`src/rtl/core/mwem_pkg.sv`:
```
// Package for the Microwire EEPROM master: beat types, operation codes and defaults.
`default_nettype none
package mwem_pkg;

    localparam int CMD_BITS_DEF      = 11;
    localparam int INITIAL_SHIFT_DEF = 5;
    localparam logic [15:0] QUARTER_TICKS_RST = 16'd4;
    localparam logic [4:0]  DATA_BITS = 5'd8;

    typedef enum logic [2:0] {
        FUNC_NONE     = 3'd0,
        FUNC_SELECT   = 3'd1,
        FUNC_DESELECT = 3'd2,
        FUNC_FRAME    = 3'd3,
        FUNC_DATA     = 3'd4,
        FUNC_WAIT     = 3'd5
    } func_t;

    typedef enum logic [2:0] {
        OP_IDLE  = 3'd0,
        OP_DESEL = 3'd2,
        OP_FRAME = 3'd3,
        OP_DATA  = 3'd4,
        OP_WAIT  = 3'd5
    } op_t;

    // Quarters of one serial bit: SK low, high, high, low.
    typedef enum logic [1:0] {
        PH_LOW_A  = 2'd0,
        PH_HIGH_A = 2'd1,
        PH_HIGH_B = 2'd2,
        PH_LOW_B  = 2'd3
    } phase_t;

    typedef struct packed {
        logic [2:0]  func;
        logic [15:0] cmd_word;
        logic [15:0] cmd_address;
        logic        do_level;
    } mwem_in_t;

    typedef struct packed {
        logic       sk_out;
        logic       di_out;
        logic       cs_out;
        logic       busy_res;
        logic [7:0] read_byte;
        logic       op_done;
    } mwem_out_t;

endpackage
`default_nettype wire

```
`src/rtl/core/mwem_step.sv`:
```
// Per-tick sequencer: bit timing state and the next-state/pin logic for one beat.
`default_nettype none
module mwem_step
    import mwem_pkg::*;
#(
    parameter int CMD_BITS      = CMD_BITS_DEF,
    parameter int INITIAL_SHIFT = INITIAL_SHIFT_DEF
) (
    input  wire logic        aclk,
    input  wire logic        aresetn,
    input  wire logic        step,
    input  wire mwem_in_t    in_beat,
    input  wire logic [15:0] quarter_ticks,
    output mwem_out_t        out_beat
);

    localparam logic [4:0] FRAME_BITS = 5'(CMD_BITS);

    op_t         op_reg,       op_next;
    phase_t      phase_reg,    phase_next;
    logic [15:0] tick_reg,     tick_next;
    logic [4:0]  bit_reg,      bit_next;
    logic [15:0] shout_reg,    shout_next;
    logic [7:0]  shin_reg,     shin_next;
    logic        sk_reg,       sk_next;
    logic        di_reg,       di_next;
    logic        cs_reg,       cs_next;

    logic        done;
    logic        start_bit;
    logic [15:0] q_len;
    logic [15:0] tick_inc;
    logic [4:0]  bit_inc;

    always_ff @(posedge aclk) begin
        if (!aresetn) begin
            op_reg    <= OP_IDLE;
            phase_reg <= PH_LOW_A;
            tick_reg  <= '0;
            bit_reg   <= '0;
            shout_reg <= '0;
            shin_reg  <= '0;
            sk_reg    <= 1'b0;
            di_reg    <= 1'b0;
            cs_reg    <= 1'b0;
        end else if (step) begin
            op_reg    <= op_next;
            phase_reg <= phase_next;
            tick_reg  <= tick_next;
            bit_reg   <= bit_next;
            shout_reg <= shout_next;
            shin_reg  <= shin_next;
            sk_reg    <= sk_next;
            di_reg    <= di_next;
            cs_reg    <= cs_next;
        end
    end

    always_comb begin
        op_next    = op_reg;
        phase_next = phase_reg;
        tick_next  = tick_reg;
        bit_next   = bit_reg;
        shout_next = shout_reg;
        shin_next  = shin_reg;
        sk_next    = sk_reg;
        di_next    = di_reg;
        cs_next    = cs_reg;
        done       = 1'b0;
        start_bit  = 1'b0;
        q_len      = (quarter_ticks == 16'd0) ? 16'd1 : quarter_ticks;
        tick_inc   = tick_reg + 16'd1;
        bit_inc    = bit_reg + 5'd1;

        if (op_reg != OP_IDLE) begin
            if (tick_inc < q_len) begin
                tick_next = tick_inc;
            end else begin
                tick_next = '0;
                case (phase_reg)
                    PH_LOW_A: begin
                        sk_next    = 1'b1;
                        phase_next = PH_HIGH_A;
                    end
                    PH_HIGH_A: begin
                        // DO sampled at the end of the first high quarter
                        if (op_reg == OP_DATA) begin
                            shin_next = {shin_reg[6:0], in_beat.do_level};
                        end else if (op_reg == OP_WAIT && in_beat.do_level) begin
                            bit_next = 5'd1;
                        end
                        phase_next = PH_HIGH_B;
                    end
                    PH_HIGH_B: begin
                        sk_next    = 1'b0;
                        phase_next = PH_LOW_B;
                    end
                    default: begin
                        phase_next = PH_LOW_A;
                        if (op_reg == OP_WAIT) begin
                            if (bit_reg != 5'd0) begin
                                bit_next = '0;
                                op_next  = OP_IDLE;
                                done     = 1'b1;
                            end else begin
                                start_bit = 1'b1;
                            end
                        end else if (op_reg == OP_DESEL) begin
                            op_next = OP_IDLE;
                            done    = 1'b1;
                        end else begin
                            shout_next = {shout_reg[14:0], 1'b0};
                            if (bit_inc >= ((op_reg == OP_FRAME) ? FRAME_BITS : DATA_BITS))
                            begin
                                bit_next = '0;
                                op_next  = OP_IDLE;
                                done     = 1'b1;
                            end else begin
                                bit_next  = bit_inc;
                                start_bit = 1'b1;
                            end
                        end
                    end
                endcase
            end
        end else begin
            case (in_beat.func)
                FUNC_SELECT: begin
                    cs_next = 1'b1;
                    done    = 1'b1;
                end
                FUNC_DESELECT: begin
                    cs_next   = 1'b0;
                    op_next   = OP_DESEL;
                    bit_next  = '0;
                    start_bit = 1'b1;
                end
                FUNC_FRAME: begin
                    op_next    = OP_FRAME;
                    shout_next = 16'((in_beat.cmd_word | in_beat.cmd_address)
                                     << INITIAL_SHIFT);
                    bit_next   = '0;
                    start_bit  = 1'b1;
                end
                FUNC_DATA: begin
                    op_next    = OP_DATA;
                    shout_next = {in_beat.cmd_word[7:0], 8'h00};
                    shin_next  = '0;
                    bit_next   = '0;
                    start_bit  = 1'b1;
                end
                FUNC_WAIT: begin
                    op_next   = OP_WAIT;
                    bit_next  = '0;
                    start_bit = 1'b1;
                end
                default: begin
                end
            endcase
        end

        // New bit: DI set up while SK is low, quarter timer restarts
        if (start_bit) begin
            if (op_next inside {OP_FRAME, OP_DATA}) begin
                di_next = shout_next[15];
            end else if (op_next == OP_WAIT) begin
                di_next = 1'b0;
            end
            sk_next    = 1'b0;
            phase_next = PH_LOW_A;
            tick_next  = '0;
        end
    end

    always_comb begin
        out_beat.sk_out    = sk_next;
        out_beat.di_out    = di_next;
        out_beat.cs_out    = cs_next;
        out_beat.busy_res  = (op_next != OP_IDLE);
        out_beat.read_byte = shin_next;
        out_beat.op_done   = done;
    end

endmodule
`default_nettype wire

```
`src/rtl/core/microwire_eeprom_master_unit.sv`:
```
// Top level of the Microwire EEPROM master: input register, sequencer, result register.
`default_nettype none
// Each input beat is one tick of the pin-level Microwire master (93Cx6 EEPROMs) and
// produces exactly one result beat with the SK/DI/CS levels, busy, the byte read and
// a done strobe. One beat is taken per cycle while the result side is not stalled; a beat
// crosses the input register, the sequencer step and the result register, and its result is
// presented from the result register. The sequencer advances only when the result register
// is empty or being drained. quarter_ticks is to be written by the user through cfg_wr_en/cfg_wr_data
// only while the block is idle; the block itself does not enforce this. 0 behaves as 1.
module microwire_eeprom_master_unit
    import mwem_pkg::*;
#(
    parameter int CMD_BITS      = CMD_BITS_DEF,
    parameter int INITIAL_SHIFT = INITIAL_SHIFT_DEF
) (
    input  wire logic        aclk,
    input  wire logic        aresetn,
    input  wire logic        cfg_wr_en,
    input  wire logic [15:0] cfg_wr_data,
    input  wire logic        s_valid,
    output logic             s_ready,
    input  wire mwem_in_t    s_data,
    output logic             m_valid,
    input  wire logic        m_ready,
    output mwem_out_t        m_data
);

    logic        in_valid_reg;
    mwem_in_t    in_data_reg;
    logic        out_valid_reg;
    mwem_out_t   out_data_reg;
    logic [15:0] quarter_ticks_reg;
    logic        step;
    mwem_out_t   step_beat;

    assign step    = in_valid_reg && (!out_valid_reg || m_ready);
    assign s_ready = !in_valid_reg || step;
    assign m_valid = out_valid_reg;
    assign m_data  = out_data_reg;

    always_ff @(posedge aclk) begin
        if (!aresetn) begin
            quarter_ticks_reg <= QUARTER_TICKS_RST;
        end else if (cfg_wr_en) begin
            quarter_ticks_reg <= cfg_wr_data;
        end
    end

    always_ff @(posedge aclk) begin
        if (!aresetn) begin
            in_valid_reg  <= 1'b0;
            out_valid_reg <= 1'b0;
        end else begin
            if (s_ready) begin
                in_valid_reg <= s_valid;
            end
            if (step) begin
                out_valid_reg <= 1'b1;
            end else if (m_ready) begin
                out_valid_reg <= 1'b0;
            end
        end
    end

    always_ff @(posedge aclk) begin
        if (s_valid && s_ready) begin
            in_data_reg <= s_data;
        end
        if (step) begin
            out_data_reg <= step_beat;
        end
    end

    mwem_step #(
        .CMD_BITS      (CMD_BITS),
        .INITIAL_SHIFT (INITIAL_SHIFT)
    ) u_step (
        .aclk          (aclk),
        .aresetn       (aresetn),
        .step          (step),
        .in_beat       (in_data_reg),
        .quarter_ticks (quarter_ticks_reg),
        .out_beat      (step_beat)
    );

`ifndef SYNTHESIS
    // a finishing command never reports busy on the same beat
    a_done_not_busy: assert property (@(posedge aclk) disable iff (!aresetn)
        m_valid |-> !(m_data.op_done && m_data.busy_res))
        else $error("op_done with busy_res set");

    a_accept_loads: assert property (@(posedge aclk) disable iff (!aresetn)
        (s_valid && s_ready) |=> in_valid_reg)
        else $error("accepted beat not held in input register");

    a_step_emits: assert property (@(posedge aclk) disable iff (!aresetn)
        step |=> (m_valid && m_data == $past(step_beat)))
        else $error("sequencer step did not produce a result beat");

    // a pending beat in the input stage is always drained once the output frees up
    a_no_stall_free: assert property (@(posedge aclk) disable iff (!aresetn)
        (in_valid_reg && !out_valid_reg) |-> step)
        else $error("input beat stalled with empty result register");
`endif

endmodule
`default_nettype wire

```
`config.mk`:
```
export PLATFORM = sky130hd
export DESIGN_NAME = microwire_eeprom_master_unit
export DESIGN_NICKNAME = d
export VERILOG_FILES = /design/src/rtl/core/mwem_pkg.sv /design/src/rtl/core/mwem_step.sv /design/src/rtl/core/microwire_eeprom_master_unit.sv
export SDC_FILE = /design/constraint.sdc
export NUM_CORES = 1
export LEC_CHECK = 0
export BUFFER_PORTS_ARGS = -buffer_cell sky130_fd_sc_hd__buf_2
export CELL_PAD_IN_SITES_DETAIL_PLACEMENT = 0
export CELL_PAD_IN_SITES_GLOBAL_PLACEMENT = 1
export CORE_MARGIN = 8
export CORE_UTILIZATION = 40
export DETAILED_ROUTE_END_ITERATION = 10
export PLACE_DENSITY_LB_ADDON = 0.05
export SLEW_MARGIN = 20
export SYNTH_ARGS = -nofsm -noshare
export SYNTH_HDL_FRONTEND = slang
export SYNTH_SLANG_ARGS = --single-unit
```
`constraint.sdc`:
```
create_clock -name aclk -period 3.95 [get_ports aclk]
set_input_delay 0.1975 -clock aclk [delete_from_list [all_inputs] [get_ports aclk]]
set_output_delay 0.1975 -clock aclk [all_outputs]
set_load 0.02 [all_outputs]
```
==> Yosys cells after proc, flatten, opt, wreduce, memory -nomap -nowiden <==
Cells that the tools add are included.
{ "op_classes": {"add_sub_neg": 2, "order_cmp": 2, "eq_ne": 24, "muxes": 65, "n_bitwise": 1, "reduce_logical": 24} }
{ "ops": {"columns": ["operator", "n"], "rows": [
  ["$mux 16", 9],
  ["$mux 5", 9],
  ["$mux 8", 5],
  ["$pmux 16 s2", 1],
  ["$mux 1", 25],
  ["$mux 3", 7],
  ["$eq 3x3->1 const B", 6],
  ["$add 16x1->16 const B", 1],
  ["$logic_not 16->1", 1],
  ["$lt 16x16->1", 1],
  ["$eq 3x2->1 const B", 5],
  ["$pmux 3 s4", 1],
  ["$or 11x11->11", 1],
  ["$ne 2x2->1 const B", 5],
  ["$pmux 5 s2", 1],
  ["$reduce_bool 3->1", 3],
  ["$mux 2", 4],
  ["$ne 4x4->1 const B", 2],
  ["$reduce_and 8->1", 1],
  ["$reduce_bool 2->1", 4],
  ["$ne 3x3->1 const B", 2],
  ["$pmux 2 s3", 1],
  ["$reduce_and 6->1", 1],
  ["$add 5x1->5 const B", 1],
  ["other kinds (16)", 21]
]} }
{ "totals": {"reg_bits": 110, "in_bits": 57, "output_inout_bits": 15, "wordCells": 141} }

==> Depth between registers and ports, before layout <==
{ "depth": {"ltp_word": 13, "depth_mapped": 19, "depth_no_buf": 16} }

==> Hierarchy <==
From an unflattened synthesis, not the netlist that was laid out.
{ "unflattened": {"hier_cells": 595, "area_unflattened_um2": 5895.7} }
{ "modules_own_cells": {"columns": ["mod", "instances", "cells_per_inst", "area_per_inst_um2", "seq_area_each_um2"], "rows": [
  ["mwem_step", 1, 486, 3727.3, 1041.0],
  ["microwire_eeprom_master_unit", 1, 109, 2168.3, 1831.8]
]} }

==> Worst setup path after synthesis <==
OpenSTA, ideal clock, no wires.
{ "synth_path": {"path_kind": "register to register", "from": "register u_step.tick_reg[0]", "to": "register u_step.bit_reg[2]", "setup_ps": 71, "arrival_time_ps": 3914, "required_ps": 3879, "path_slack_ps": -35, "stages_incl_launch_ff": 18, "path_buffers": 1, "path_cell_list": "dfxtp_1 > ha_1 > and3_1 > and3_1 > and3_1 > and3_1 > clkbuf_1 > nand2_1 > xnor2_1 > ha_1 > nand4_1 > nor3_2 > o311ai_2 > o211ai_2 > o21ai_1 > nand3b_4 > or4_1 > a21oi_1"} }
{ "synth_via": {"elab_chain_len": 4} }
{ "synth_rtl": {"columns": ["element", "line_no", "text"], "rows": [
  ["start, declared", "mwem_step.sv:21", "logic [15:0] tick_reg, tick_next;"],
  ["start signal, assigned", "mwem_step.sv:49", "tick_reg <= tick_next;"],
  ["$add 16x1->16", "mwem_step.sv:72", "tick_inc = tick_reg + 16'd1;"],
  ["$lt 16x16->1", "mwem_step.sv:76", "if (tick_inc < q_len) begin"],
  ["$ne 2x2->1 (no line)", null, null],
  ["$reduce_and 8->1 (no line)", null, null],
  ["end signal, assigned", "mwem_step.sv:50", "bit_reg <= bit_next;"],
  ["end, declared", "mwem_step.sv:22", "logic [4:0] bit_reg, bit_next;"]
]} }
Every way passes these cells.
A chain may end at the register's enable or synchronous reset.

==> Worst setup path after layout <==
{ "layout_path": {"from": "register u_step.tick_reg[1]", "to": "register u_step.tick_reg[10]"} }
{ "layout_via": {"elab_chain_len": 6, "elab_cells_between_ends": 9, "cone_classes": "add/sub: 1; order compare: 1; mux: 5; reduce/logical: 2"} }
{ "layout_rtl": {"columns": ["element", "line_no", "text"], "rows": [
  ["$add 16x1->16 (*)", "mwem_step.sv:72", null],
  ["$lt 16x16->1", "mwem_step.sv:76", null],
  ["$mux 1", "mwem_step.sv:76", null],
  ["$mux 1", "mwem_step.sv:75", "if (op_reg != OP_IDLE) begin"],
  ["$reduce_bool 2->1 (no line)", null, null],
  ["$reduce_and 2->1 (no line)", null, null]
]} }
Every way passes the cells marked *; elsewhere a longest branch is shown, timed or not. The select of a mux whose other input is x is not followed.

==> impl_metrics.tcl <==
set metrics [dict create \
    peakVddDrop_mv 0.209 \
    syn2layout_area_growth_pct 26.9 \
    fin_nets 756 \
    cts_made_buffers 9 \
    fin_area_um2 6990 \
    setup_tns_ns 0 \
    synth_seq_cells 109 \
    timing.fmax_ghz 0.260 \
    final.setup_skew_ns 0.00898 \
    critical_path.max_stage_delay_ns 0.38 \
    fin_crit_ns 3.85 \
    first_pass_iters 4 \
    viasPerCell 5.13 \
    status "complete, no violations" \
    final_cells 860 \
    initial_core_util_pct 40.3 \
    antenna_cells 0 \
    path_cells "ha_4, and3_4, and3_4, and3_4, and3_4, nand3_4, xnor2_4, ha_1, nand4_1, nor3_4, o311ai_4, o211a_4, a211oi_4, a211oi_4, buf_4, clkbuf_16, a21oi_2, a311oi_2" \
    path_max_fanout 12 \
    holdPathStages 1 \
    yosysUniqueCellTypes 70 \
    worst_pin_slew_ns 0.788 \
    synth_compound_area_share_pct 16.7 \
    synth_warnings 0 \
    drt-total-wl_um 13000 \
    antenna_left 0 \
    power_density_nw_per_um2 376 \
    num_rows 43 \
    syn_nets 648 \
    fillers 1262 \
    holdPathEnd "in_data_reg[11]$_DFFE_PP_" \
    crit_type "reg2reg" \
    synth-adder-area-share_pct 5.45 \
    grt_max_degree 63 \
    synth_top_family_by_area "simple AND/OR/NAND/NOR gates" \
    drive_gt1_share_pct 25.6 \
    synth_area_per_cell_um2 9.71 \
    synth_edf_count 39 \
    r2r_end "u_step.tick_reg[10]$_SDFFE_PN0P_" \
    layout_common_cells "69 x nor2_1, 67 x dfxtp_1, 61 x buf_2, 43 x nand2_1, 43 x buf_4" \
    synthFlopType "dfxtp_1" \
    reg2reg_from "u_step.tick_reg[1]$_SDFFE_PN0P_" \
    hold_viol 0 \
    syn_area_um2 5510 \
    place_hpwl_um 8880 \
    ys_seq_area_share_pct 46.7 \
    netlist_instances 567 \
    fp.dieArea_um2 17800 \
    grt_overflow 0 \
    die_w_um 133 \
    grt_util_all_layers_pct 14.5 \
    crit_slowest_cell "dfxtp_4" \
    p_leak_uw 0.00282 \
    clk_latency_ns 0.36 \
    portBuffers 61 \
    dp.cells 819 \
    cts.htree.levels 3 \
    drv_slew 0 \
    cts_tree "built" \
    antenna_found_initial 0 \
    root_buffer "clkbuf_16" \
    avgRoutedWirePerCell_um 15.2 \
    post_dp_cell_area_um2 6220 \
    clock_sinks 109 \
    synth_mux_area_share_pct 4.91 \
    grt_pass1_vias 4220 \
    min_from "s_data[11]" \
    layout_commonest_cell "nor2_1" \
    core-area_um2 13700 \
    final_util_pct 51.1 \
    setup_viol 0 \
    cp_data_required_time_ns 4.16 \
    rsz0062_at_grt "true" \
    arrival_ns 4.07 \
    crit_top_cell "and3_4" \
    critPathLaunchType "flip-flop" \
    ff2ff_setup_slack_ns 0.1 \
    min_path_type "in2reg" \
    clockBufferDepth 2 \
    drtIter0Drc 183 \
    die_y_um 133 \
    cap_violations 0 \
    async_flop_share_pct 0 \
    yosys.area_share.xor_xnor_pct 2.70 \
    vias 4413 \
    gp_congestion 0.821 \
    clkTransAtPathRegs_ns 0.07 \
    period_share_pct 97.6 \
    synth_simple_gate_area_share_pct 19.3 \
    relSlewSlack_pct 47.4 \
    drc_errors 0 \
    ios 72 \
    endpoint_kind "flip-flop" \
    fin_total_pwr_uw 2630 \
    reg2regPathDepth 18 \
    grt_first_pass_wirelength_um 21000 \
    largest_reg_flops 26 \
]
## synth_stat cells (7+ instances only)
master,n,area share (%)
a221oi_1,8,1.3
a22oi_1,7,0.95
xor2_1,9,1.4
a211oi_1,9,1.2
nor2_1,70,4.8
clkbuf_1,18,1.2
mux2i_1,18,3.3
edfxtp_1,39,21
and3_1,7,0.80
a311oi_1,7,1.1
inv_1,27,1.8
nor3_1,16,1.5
mux2_2,8,1.6
a21oi_1,31,2.8
nand2b_1,15,1.7
nor2b_1,15,1.7
nand3_1,10,0.91
nand2_1,43,2.9
ha_1,24,5.5
dfxtp_1,70,25
xnor2_1,8,1.3
o21a_1,8,1.1
o21ai_0,17,1.5
## cell families after synthesis
kind of cell / count (synthesis)
and+or+nand+nor: 212
AOI/OAI and AO/OA: 125
DFF: 109
buffers and inverters: 54
muxes: 26
adders and majority gates: 24
xor gates and xnor gates: 17
## worst max path at each step
stage	from	to	slack (ns)	depth (start not counted)
after CTS	u_step.tick_reg[0]$_SDFFE_PN0P_	u_step.bit_reg[3]$_SDFFE_PN0P_	-0.01	16
final	u_step.tick_reg[1]$_SDFFE_PN0P_	u_step.tick_reg[10]$_SDFFE_PN0P_	0.1	18
after detailed placement	u_step.tick_reg[0]$_SDFFE_PN0P_	u_step.shout_reg[4]$_SDFFE_PN0P_	-0.08	17
after global placement	u_step.tick_reg[0]$_SDFFE_PN0P_	u_step.shout_reg[4]$_SDFFE_PN0P_	-0.04	17
after global routing	u_step.tick_reg[1]$_SDFFE_PN0P_	u_step.tick_reg[5]$_SDFFE_PN0P_	-0.04	18
after floorplan	u_step.tick_reg[0]$_SDFFE_PN0P_	u_step.bit_reg[2]$_SDFFE_PN0P_	0.04	17
## what timing repair did
action / 4_1_cts / 5_1_grt
hold buffers: 10 / 4
hold endpoints to repair: 10 / 4
setup endpoints to repair: 16 / 56
pin swaps: 2 / 15
cloned: 0 / 2
gates resized for setup: 2 / 28
buffers inserted: 1 / 8
## where the power goes
part | switching (µW) | internal, µW | total, µW
clock | 451 | 573 | 1020
combinational | 193 | 159 | 352
sequential | 34.7 | 1220 | 1250
total | 679 | 1950 | 2630
## worst max-delay path: cells and delay by family, from the launching register on
family	cells	cell delay (ns)
flip-flops	1	0.38
XOR/XNOR	1	0.18
AO/OA/AOI/OAI	6	1.10
AND/OR/NAND/NOR	7	1.28
adder cells (fa/ha/maj)	2	0.42
buffers and inverters	2	0.34
## metal layers
layer | vias up | part of all wire [%] | global-route usage [%]
met4 | 0 | 1.6 | 6.36
met3 | 11 | 3.8 | 3.24
met5 | - | 0 | 0
li1 | 2256 | - | -
met2 | 70 | 45 | 21.7
met1 | 2076 | 50 | 19.6
## final cells by class
type	instances	area, µm²	share of cell area, %
Multi-Input combinational cell	404	2880	41.2
Sequential cell	109	2580	36.9
Timing Repair Buffer	122	858	12.3
Clock buffer	9	225	3.22
Tap cell	180	225	3.22
Clock inverter	7	114	1.63
Inverter	29	109	1.56
## through the flow
stage	hold WS, ns	worst slack, ns
floorplan	0.296	0.0363
global placement	0.374	-0.0437
detailed placement	0.376	-0.0806
CTS	0.000176	-0.0123
global route	0.00220	-0.0423
finish	0.0127	0.0965
Power figures use the tool's default switching activity.
